--- src/rtl/wts_delay.sv ---
`default_nettype none
// ----------------------------------------------------------------------------
// wts_delay: fixed delay line
// Carries side data alongside the arithmetic pipeline for a set number of
// cycles so that it meets the matching divider output.
// ----------------------------------------------------------------------------
module wts_delay #(
	parameter int Width = 8,
	parameter int Depth = 4
) (
	input  wire logic             clk,
	input  wire logic [Width-1:0] din,
	output logic      [Width-1:0] dout
);

	logic [Width-1:0] taps_q [Depth];

	// shift one stage per cycle
	always_ff @(posedge clk) begin
		taps_q[0] <= din;
		for (int i = 1; i < Depth; i++) begin
			taps_q[i] <= taps_q[i-1];
		end
	end

	assign dout = taps_q[Depth-1];

endmodule
`default_nettype wire

--- config.mk ---
export PLATFORM = sky130hd
export DESIGN_NAME = wts_delay
export DESIGN_NICKNAME = d
export VERILOG_FILES = /design/src/rtl/wts_delay.sv
export SDC_FILE = /design/constraint.sdc
export NUM_CORES = 1
export LEC_CHECK = 0
export ABC_AREA = 0
export ABC_CLOCK_PERIOD_IN_PS = 890
export BUFFER_PORTS_ARGS = -buffer_cell sky130_fd_sc_hd__buf_2
export CAP_MARGIN = 20
export CORE_MARGIN = 10
export CORE_UTILIZATION = 40
export DETAILED_ROUTE_END_ITERATION = 8
export PLACE_DENSITY = 0.73
export SLEW_MARGIN = 0
export SYNTH_ARGS = -nofsm -noshare
export SYNTH_HDL_FRONTEND = slang
export SYNTH_SLANG_ARGS = --single-unit
--- constraint.sdc ---
create_clock -name clk -period 0.89 [get_ports clk]
set_clock_uncertainty 0.15 [all_clocks]
set_input_delay 0.0445 -clock clk [delete_from_list [all_inputs] [get_ports clk]]
set_output_delay 0.0445 -clock clk [all_outputs]
set_load 0.01 [all_outputs]
==> results.json <==
{
  "dr_total_vias": 313,
  "grt_setup_unrepaired": "yes",
  "initial_core_util_pct": 42.5,
  "drt_pass1_iterations": 1,
  "syn_area_sq_um": 641,
  "numClockSinks": 32,
  "cts_htree_levels": 2,
  "largest_register_ffs": 32,
  "hold_class": "reg2reg",
  "critPathTopFamily": "flip-flops",
  "end_kind": "output port",
  "vias_per_cell": 3.91,
  "wirelength_um": 730,
  "die_y_um": 60.0,
  "power.density_mw_per_mm2": 2690,
  "track_usage_pct": 4.85,
  "crit_slowest_cell": "dfxtp_1",
  "avgSynthCellArea_sq_um": 20.0,
  "grt_start_max_net_pins": 10,
  "relSlewSlack_pct": 94.6,
  "critPathMaxStageDelay_ns": 0.31,
  "outcome": "complete, but fails checks",
  "ys_warn_count": 0,
  "wl_per_cell_um": 9.13,
  "crit_fanout": 1,
  "drive_gt1_share_pct": 34.4,
  "die_area_sq_mm": 0.00360,
  "synth_nets": 41,
  "cts_inserted_buffers": 5,
  "worst_slew_pin_slew_ns": 0.0817,
  "p_leak_nw": 0.399,
  "area_growth_pct": 37.3,
  "drt_iter0_drc": 0,
  "p_total_mw": 2.37,
  "tns_ns": -0.223,
  "nNetsFinal": 72,
  "setup_viol": 8,
  "largestRegisters": "taps_q: 32 flops",
  "timing.fmax_ghz": 1.08,
  "grt_pass1_wl_mm": 1.14,
  "violations": "setup timing",
  "grt_overflow": 0,
  "finalHoldViolCount": 0,
  "yosysSeqAreaShare_pct": 100,
  "antenna_found_initial": 0,
  "path_cells": "buf_2",
  "coreArea_sq_mm": 0.00151,
  "clk_path_buf_depth": 2,
  "io_buffers": 16,
  "multi_input_cells": 0,
  "die_x_um": 60.0,
  "maxCapViolations": 0,
  "multiInputGateArea_sq_um": 0,
  "clk_pin_slew_ns": 0.08,
  "cts_root_buffer": "clkbuf_4",
  "synth_cell_types": 1,
  "ios": 17,
  "arrival_ns": 0.73,
  "critPathKind": "reg2out",
  "synth-seq-cells": 32,
  "max-vdd-ir-drop_uv": 1350,
  "timing.final.crit_share_pct": 104,
  "cp.required_ns": 0.70,
  "top_register": "taps_q",
  "fin_crit_ns": 0.923,
  "fillers": 120,
  "drt.antenna.violating_nets": 0,
  "path_buf_inv": 1,
  "final_core_util_pct": 58.4,
  "rows": 14,
  "clk_latency_ns": 0.30,
  "cts_tree": "done",
  "antenna-diode-count": 0,
  "worstSetupStartpointType": "flip-flop",
  "cts_resized": 0,
  "grt_pass1_vias": 307,
  "slew_violations": 0,
  "setup_ws_ns": -0.0328,
  "gp_congestion": 0.569,
  "post-route-drc-count": 0,
  "syn_inst": 32
}
[cells in the mapped netlist (all sizes together)]
library cell | instances | area, sq um
dfxtp | 32 | 641
[power by group]
part           total [mW]  leakage, nW  internal, mW  switching, mW
Sequential           1.52        0.270          1.51         0.0136
Clock               0.774       0.0326         0.389          0.385
Combinational      0.0716       0.0964        0.0472         0.0244
Total                2.37        0.399          1.94          0.423
[through the flow]
step	area (sq um)	hold WS (ns)	setup WS (ns)	cells
after floorplan	641	-0.0778	0.360	32
after global placement	741	-0.00300	0.295	64
after detailed placement	741	-0.00186	0.289	64
after CTS	880	0.181	-0.0490	80
after global routing	880	0.186	-0.0895	80
final	880	0.179	-0.0328	80
[cells in the final DEF, fill, tap and decap left out, drive strengths merged]
cell / n
dlygate4sd3: 8
buf: 16
clkbuf: 8
dfxtp: 32
[path summary, 6_finish.rpt]
kind	startpoint	endpoint	slack (ns)	cells after the start
setup / recovery	taps_q[3][4]	dout[4]	-0.03	1
setup reg to reg	taps_q[1][7]	taps_q[2][7]	0.34	0
hold / removal	taps_q[0][6]	taps_q[1][6]	0.18	0
hold reg to reg	taps_q[0][6]	taps_q[1][6]	0.18	0
[logic make-up (layout without fill, tap and decap cells)]
logic type | Yosys count | in the layout | synth area share [%]
buffers and inverters | 0 | 32 | 0
flip-flops | 32 | 32 | 100
[layout make-up]
class	count	area [sq um]	share of cell area (%)
clock buffers	8	58.8	6.69
flip-flops and latches	32	641	72.8
well taps	16	20.0	2.28
repair buffers	24	160	18.2
[per-layer routing]
metal / GRT usage, % / routed length [um]
met1: 3.11 / 234
met4: 7.69 / 27
met2: 6.03 / 332
met5: 0 / 0
met3: 4.87 / 135
[timing repair]
action / in CTS / in global routing
pin swaps: 0 / 0
buffers inserted: 0 / 0
hold buffers: 8 / 0
hold endpoints to repair: 8 / 0
setup endpoints to repair: 8 / 8
Power figures use the tool's default switching activity.
