[src/rtl/wts_pkg.sv]
`default_nettype none
// ----------------------------------------------------------------------------
// wts_pkg: shared types and constants of the waypoint trajectory sampler
// Item and result layouts, function and status codes, register indexes and
// the saturation helper used on velocity and acceleration.
// ----------------------------------------------------------------------------
package wts_pkg;

	// fixed field widths
	localparam int CoordBits = 32;
	localparam int TimeBits  = 32;
	localparam int CountBits = 9;
	localparam int IndexBits = 8;
	localparam int FracBits  = 16;
	localparam int RateBits  = 48;
	localparam int CfgBits   = 32;

	// function codes
	localparam logic FuncWrite = 1'b0;
	localparam logic FuncQuery = 1'b1;

	// status codes
	localparam logic [1:0] StatusOk    = 2'd0;
	localparam logic [1:0] StatusRange = 2'd1;
	localparam logic [1:0] StatusWrite = 2'd2;

	// register indexes
	localparam logic RegTotalTime  = 1'b0;
	localparam logic RegPointCount = 1'b1;

	typedef struct packed {
		logic                        func;
		logic [IndexBits-1:0]        point_index;
		logic signed [CoordBits-1:0] point_x;
		logic signed [CoordBits-1:0] point_y;
		logic [TimeBits-1:0]         query_time;
	} item_t;

	typedef struct packed {
		logic [1:0]                  status;
		logic signed [CoordBits-1:0] pos_x;
		logic signed [CoordBits-1:0] pos_y;
		logic signed [RateBits-1:0]  vel_x;
		logic signed [RateBits-1:0]  vel_y;
		logic signed [RateBits-1:0]  acc_x;
		logic signed [RateBits-1:0]  acc_y;
	} result_t;

	// one waypoint as stored in the table
	typedef struct packed {
		logic signed [CoordBits-1:0] x;
		logic signed [CoordBits-1:0] y;
	} wp_t;

	// the four waypoints around a segment
	typedef struct packed {
		wp_t prev;
		wp_t a;
		wp_t b;
		wp_t next;
	} taps_t;

	// signed saturating result from sign and magnitude quotient
	function automatic logic signed [RateBits-1:0] sat_rate(
		input logic                neg,
		input logic                ovf,
		input logic [RateBits-2:0] mag
	);
		logic signed [RateBits-1:0] val;
		if (ovf) begin
			val = neg ? {1'b1, {(RateBits-1){1'b0}}} : {1'b0, {(RateBits-1){1'b1}}};
		end else if (neg) begin
			val = -$signed({1'b0, mag});
		end else begin
			val = $signed({1'b0, mag});
		end
		return val;
	endfunction

endpackage
`default_nettype wire

[src/rtl/wts_divider.sv]
`default_nettype none
// ----------------------------------------------------------------------------
// wts_divider: pipelined restoring divider
// One quotient bit per stage, one new operand every cycle. The user must hold
// the divisor steady while work is in flight; unchecked. Flags an overflow.
// ----------------------------------------------------------------------------
module wts_divider #(
	parameter int NumW = 41,
	parameter int QuoW = 9
) (
	input  wire logic                         clk,
	input  wire logic [NumW-1:0]              num,
	input  wire logic [wts_pkg::TimeBits-1:0] den,
	output logic      [QuoW-1:0]              quo,
	output logic      [wts_pkg::TimeBits-1:0] rem,
	output logic                              ovf
);

	localparam int DenW = wts_pkg::TimeBits;
	localparam int HiW  = NumW - QuoW;
	localparam int CmpW = (HiW > DenW) ? HiW : DenW;

	logic [CmpW-1:0] hi_ext;
	logic [DenW-1:0] rem0;
	logic            ovf0;

	logic [DenW-1:0] rem_s  [1:QuoW];
	logic [QuoW-1:0] work_s [1:QuoW];
	logic            ovf_s  [1:QuoW];

	// upper part of the dividend seeds the partial remainder
	assign hi_ext = CmpW'(num[NumW-1:QuoW]);
	assign rem0   = hi_ext[DenW-1:0];
	assign ovf0   = (hi_ext >= CmpW'(den));

	for (genvar i = 1; i <= QuoW; i++) begin : g_stage
		logic [DenW-1:0] src_rem;
		logic [QuoW-1:0] src_work;
		logic            src_ovf;
		logic [DenW:0]   trial;
		logic [DenW:0]   diff;
		logic            take;

		if (i == 1) begin : g_first
			assign src_rem  = rem0;
			assign src_work = num[QuoW-1:0];
			assign src_ovf  = ovf0;
		end else begin : g_next
			assign src_rem  = rem_s[i-1];
			assign src_work = work_s[i-1];
			assign src_ovf  = ovf_s[i-1];
		end

		// trial subtract of the divisor
		assign trial = {src_rem, src_work[QuoW-1]};
		assign diff  = trial - {1'b0, den};
		assign take  = (trial >= {1'b0, den});

		always_ff @(posedge clk) begin
			rem_s[i]  <= take ? diff[DenW-1:0] : trial[DenW-1:0];
			work_s[i] <= {src_work[QuoW-2:0], take};
			ovf_s[i]  <= src_ovf;
		end
	end

	assign quo = work_s[QuoW];
	assign rem = rem_s[QuoW];
	assign ovf = ovf_s[QuoW];

endmodule
`default_nettype wire

[config.mk]
export PLATFORM = sky130hd
export DESIGN_NAME = wts_divider
export DESIGN_NICKNAME = d
export VERILOG_FILES = /design/src/rtl/wts_pkg.sv /design/src/rtl/wts_divider.sv
export SDC_FILE = /design/constraint.sdc
export NUM_CORES = 1
export LEC_CHECK = 0
export BUFFER_PORTS_ARGS = -buffer_cell sky130_fd_sc_hd__clkbuf_2
export CAP_MARGIN = 20
export CORE_MARGIN = 2
export CORE_UTILIZATION = 42
export DETAILED_ROUTE_END_ITERATION = 8
export PLACE_DENSITY = 0.54
export SLEW_MARGIN = 10
export SYNTH_ARGS = -nofsm -noshare
export SYNTH_HDL_FRONTEND = slang
export SYNTH_SLANG_ARGS = --single-unit
[constraint.sdc]
create_clock -name clk -period 8.2 [get_ports clk]
set_input_delay 1.23 -clock clk [delete_from_list [all_inputs] [get_ports clk]]
set_output_delay 1.23 -clock clk [all_outputs]
set_load 0.01 [all_outputs]
==> summary.md, run 1 <==
| Metric | Value |
|---|---|
| Setup TNS | 0 ns |
| Most common cell after layout, fill and taps aside | dfxtp_1 |
| Worst Setup Start Kind | input port |
| Tmin final | 5.19 ns |
| Final hold vios | 0 |
| Setup ws final | 3.01 ns |
| Ratio of final minimum period to clock period | 0.632 |
| Outcome | finished clean |
| Die Span Y | 256 µm |
| Pwr dens | 462 nW/µm² |
| Final GP Congestion | 0.918 |
| Rows | 92 |
| Peak Freq | 0.193 GHz |
| Crit Path Max Fanout | 19 |
| Reg clk slew, reported paths | 0.06 ns |
| DRC Markers | 0 |
| Ys flop type | dfxtp_1 |
| Final hold slack | 0.324 ns |
| Core Box Area | 63000 µm² |
| Multi-input logic area | 18300 µm² |
| Syn avg cell area | 8.53 µm² |
| Worst IR Drop VDD | 0.000198 V |
| First-pass GRT wire length | 135000 µm |
| Worst setup EP type | register |
| Setup violators final | 0 |
| Drt total wl | 89700 µm |
| CTS Hold Bufs | 0 |
| # port buffers | 115 |
| CTS root buf | clkbuf_16 |
| Hold Crit Class | register to register |
| Lkg Pwr | 0.0135 µW |
| WL per Instance | 21.9 µm |
| Register bit count reported by yosys | 378 |
| Cells after Synth | 3137 |
| P&R area growth vs syn | 11.3% |
| Fraction of registers with async set/reset | 0 |
| All-Layer GR Usage | 0.266 |
| Initial Util | 0.425 |
| Fillers | 6177 |
| Number of flops mapped to enable cells by yosys | 0 |
| Largest net degree at the start of global routing | 63 |
| Max-Cap Viols | 0 |
| DR iter-0 viols | 1759 |
| Routed Antenna Nets | 0 |
| Netlist Area Pre-Place | 26700 µm² |
| Post-placement cell area | 28200 µm² |
| Nets | 3627 |
| Layout cell share with drive strength beyond 1 | 0.113 |
| DR WL met3 | 5320 µm |
| DR top layer | met4 |
| Maximum root-to-sink buffer count | 3 |
| Setup Fix Bufs, Post-CTS | 0 |
| Via Count | 23800 |
| Fin area | 29800 µm² |
| Seq/Total Area, Yosys | 0.283 |
| Detailed-placement wirelength estimate | 67600 µm |
| Antenna violations before repair | 0 |
| Finished Core Util | 0.473 |
| Htree depth | 2 |
| 1st-pass router iterations | 8 |
| WS Path Type | input port to register |
| GRT overflow | 0 |
| CTS tree | yes |
| Commonest non-fill, non-tap cells in the layout | dfxtp_1, ha_1, nand2_1 |
| CP max stage delay | 0.61 ns |
| Worst skew pair latency | 0.58 ns |
| Max transition margin | 0.251 |
| Worst slack at placement | 2.48 ns |
| CP required | 8.65 ns |
| Number of vias per cell | 5.80 |
| CTS Buf Count | 46 |
| Synth Net Count | 3540 |
| # IOs | 116 |
| Met2 Wirelength | 39600 µm |
| Vias in the first global route | 22700 |
| Measured slew at the worst slew-check pin | 1.12 ns |
| RSZ-0062 raised after global routing | no |
| Slowest CP cell | o21a_1 |
| Full die area | 65700 µm² |
| Register area | 7570 µm² |
| CP arrival | 5.64 ns |
| Unique cell type count in the Yosys netlist | 88 |
| Clk sinks | 378 |
| Ys Warns | 0 |
| Met1 Routed Length | 41000 µm |
| Pins Over Slew Limit | 0 |
| Final Skew | 0.0177 ns |
| PostCTS Resize Cnt | 0 |
| CP Cell Sequence | clkbuf_2 -> buf_4 -> inv_1 -> ha_1 -> nor2b_1 -> o21ai_1 -> a21oi_1 -> o41ai_4 -> o31ai_2 -> a311oi_2 -> o21ai_1 -> a21oi_1 -> o21a_1 -> buf_4 -> mux2_2 |
| Die extent in x | 256 µm |
## critical path, delay by kind of cell
kind | cells | cell delay [ns]
muxes | 1 | 0.38
and+or+nand+nor | 1 | 0.13
buffers and inverters | 4 | 1.27
AOI/OAI and AO/OA | 8 | 2.20
adders and majority gates | 1 | 0.37
## layout make-up
class / count / share of cell area
tap: 846 / 0.0356
clock inverter: 20 / 0.00799
sequential: 378 / 0.254
timing repair buffer: 147 / 0.0281
inverter: 119 / 0.0150
antenna: 2 / 0.000168
clock buffer: 62 / 0.0448
multi-input combinational: 2532 / 0.614
## power breakdown
part	switching (µW)	total [µW]	internal [µW]	leakage, µW
Sequential	667	3430	2760	0.00319
Combinational	4730	8230	3500	0.00952
Clock	837	2100	1270	0.000756
Total	6230	13800	7530	0.0135
## per-stage QoR
stage | total power, µW | cells
4_1_cts | 13800 | 4104
2_1_floorplan | 9430 | 3137
5_1_grt | 14800 | 4104
3_3_place_gp | 11500 | 4021
6_report | 13800 | 4106
3_5_place_dp | 11600 | 4022
## cells in the mapped netlist, types with 81 or more instances
cell	number	area share
dfxtp_1	378	0.28
ha_1	320	0.15
nand2_1	316	0.044
a21oi_1	270	0.051
o21ai_0	247	0.046
a21o_1	155	0.044
nor2_1	152	0.021
xnor2_1	139	0.046
inv_1	118	0.017
xor2_1	97	0.032
mux2_2	82	0.035
clkbuf_1	81	0.011
## state kept, by name (all words and copies together) (netlist names)
signal,flops
ovf_s,9
rem_s,288
work_s,81
## layer usage
| layer | track usage | up-vias |
|---|---|---|
| met5 | 0 | - |
| met4 | 0.108 | 0 |
| met3 | 0.0347 | 161 |
| met2 | 0.425 | 817 |
| met1 | 0.361 | 11200 |
| li1 | - | 11600 |
## worst paths after layout
kind | from | to | slack, ns | depth (start not counted)
worst max-delay path | den[1] | rem_s[0][36] | 3.01 | 15
worst min-delay path | work_s[2][5] | work_s[2][15] | 0.32 | 0
worst max register to register | work_s[3][8] | rem_s[3][62] | 4.05 | 13
worst min register to register | work_s[2][5] | work_s[2][15] | 0.32 | 0
## cell families (layout without fill, tap and decap cells)
family	count (synthesis)	in the layout	synth area share
AOI/OAI and AO/OA	996	996	0.239
and+or+nand+nor	824	824	0.146
DFF	378	378	0.283
adders and majority gates	329	329	0.156
xor gates and xnor gates	236	236	0.0773
buffers and inverters	227	348	0.0346
muxes	147	147	0.0639
other	0	2	0
Note: power is estimated with default switching activity, not from simulation.
==> run 2: changes to the inputs <==
Settings changed: PLACE_DENSITY 0.54 to 0.56.
Clock period 8.2 ns to 4.65 ns, I/O delays scaled along.
==> run 2 against run 1 <==
  * Die area unchanged
  * Via count up 0.86%
  * First-iteration DRC count up 0.57%
  * Largest power group unchanged
  * Highest routed layer is now met5
==> summary.md, run 2 (synthesis gave the netlist of run 1 again) <==
| Metric | Value |
|---|---|
| Outcome | finished clean |
| WS Path Type | input port to register |
| GRT overflow | 0 |
| Final hold vios | 0 |
| First-pass GRT wire length | 140000 µm |
| WL per Instance | 22.4 µm |
| Worst hold path startpoint | num[5] |
| Pins Over Slew Limit | 0 |
| Final hold slack | 0.201 ns |
| 1st-pass router iterations | 5 |
| Crit Path Max Fanout | 7 |
| Measured slew at the worst slew-check pin | 1.03 ns |
| CTS Buf Count | 45 |
| Rows | 92 |
| Peak Freq | 0.239 GHz |
| Commonest non-fill, non-tap cells in the layout | dfxtp_1, ha_1, nand2_1 |
| Setup violators final | 0 |
| Hold path depth | 1 |
| Worst skew pair latency | 0.60 ns |
| Max-Cap Viols | 0 |
| CP arrival | 4.64 ns |
| Initial Util | 0.425 |
| Tmin final | 4.19 ns |
| CP Cell Sequence | clkbuf_2 -> ha_1 -> fa_1 -> nor2b_1 -> o31ai_2 -> a311oi_1 -> a21boi_1 -> o31ai_1 -> a21oi_1 -> a31o_2 -> o21a_1 -> xor2_1 -> o21ai_0 |
| # port buffers | 115 |
| Worst setup EP type | register |
| CTS root buf | clkbuf_16 |
| Number of vias per cell | 5.78 |
| Antenna violations before repair | 4 |
| CTS Hold Bufs | 0 |
| Hold Crit Class | input port to register |
| Slowest CP cell | a311oi_1 |
| Reg clk slew, reported paths | 0.06 ns |
| Reg2reg end | rem_s[3][60] |
| Setup Fix Bufs, Post-CTS | 0 |
| Setup slack, reg-to-reg | 0.60 ns |
| DR iter-0 viols | 1769 |
| Finished Core Util | 0.480 |
| Layout cell share with drive strength beyond 1 | 0.126 |
| Fillers | 6224 |
| Core Box Area | 63000 µm² |
| Vias in the first global route | 23000 |
| Worst r2r src | work_s[3][8] |
| Lkg Pwr | 0.0137 µW |
| Detailed-placement wirelength estimate | 74200 µm |
| Worst Setup Start Kind | input port |
| Die extent in x | 256 µm |
| Most common cell after layout, fill and taps aside | dfxtp_1 |
| Ratio of final minimum period to clock period | 0.901 |
| Worst Reg-to-Reg Cells | 13 |
| P&R area growth vs syn | 12.9% |
| Overall power | 24600 µW |
| Top reg by flops | rem_s |
| Max reg flops | 288 |
| Routed Antenna Nets | 0 |
| Maximum root-to-sink buffer count | 3 |
| Worst IR Drop VDD | 0.000371 V |
| Final Skew | 0.0216 ns |
| CTS tree | yes |
| Final GP Congestion | 0.979 |
| PostCTS Resize Cnt | 0 |
| Drt total wl | 93100 µm |
| # IOs | 116 |
| CP max stage delay | 0.61 ns |
| Die Span Y | 256 µm |
| Clk sinks | 378 |
| DRC Markers | 0 |
| Largest net degree at the start of global routing | 52 |
| Pwr dens | 815 nW/µm² |
| CP required | 5.10 ns |
| Full die area | 65700 µm² |
| Via Count | 24000 |
| Htree depth | 2 |
| Max transition margin | 0.313 |
| Nets | 3681 |
| RSZ-0062 raised after global routing | no |
| Biggest regs | rem_s: 288 flops, work_s: 81 flops, ovf_s: 9 flops |
| Worst Hold End | work_s[0][15] |
| All-Layer GR Usage | 0.276 |
## run 2: cell count changes in the layout (fill, tap and decap cells not counted), sizes merged
cell,delta
clkinv,+5
clkbuf,-5
diode,-1
buf,+55
bufinv,+1
clkinvlp,-4
## run 2: worst max-delay path, delay by kind of cell
family | cells | cell delay [ns]
AOI/OAI and AO/OA | 8 | 2.49
buffers and inverters | 1 | 0.31
adders and majority gates | 2 | 0.76
xor gates and xnor gates | 1 | 0.14
and+or+nand+nor | 1 | 0.22
## run 2: cell type report
cell class              count  area, µm²  share of cell area
inverters                 119        447              0.0148
diodes                      1       2.50           0.0000828
multi-input cells        2532      18300               0.605
repair buffers            202       1350              0.0448
clock buffers              57       1210              0.0401
clock inverters            22        285             0.00944
well taps                 846       1060              0.0350
flip-flops and latches    378       7570               0.251
## run 2: how the worst max path moves through the flow
stage                        from            to  slack (ns)
final                      den[0]  rem_s[3][60]        0.46
after global routing       den[0]  rem_s[3][56]        0.14
after CTS                  den[0]  rem_s[3][56]        0.43
after detailed placement   den[0]  rem_s[3][56]       -0.19
after global placement     den[0]  rem_s[3][56]       -0.14
after floorplan           den[20]  rem_s[4][54]        1.02
## run 2: report_power, final
| group | internal (µW) | switching (µW) | leakage [µW] |
|---|---|---|---|
| clock network | 2130 | 1510 | 0.000730 |
| logic | 6480 | 8450 | 0.00982 |
| registers | 4870 | 1170 | 0.00319 |
## run 2: metal layers
layer | global-route usage | share of wire | routed length [µm] | vias up
li1 | - | - | - | 11700
met1 | 0.368 | 0.46 | 42400 | 11400
met2 | 0.451 | 0.45 | 41900 | 765
met3 | 0.0383 | 0.055 | 5110 | 159
met4 | 0.106 | 0.040 | 3750 | 2
met5 | 0 | 0.00014 | 13 | -
## run 2: per-stage QoR
stage	setup TNS [ns]	instance area, µm²	instances	setup slack, ns
floorplan	0	26700	3137	1.02
detailed placement	-0.265	28700	4077	-0.191
global route	0	30200	4156	0.139
global placement	-0.139	28700	4077	-0.139
CTS	0	30200	4156	0.431
finish	0	30200	4157	0.459
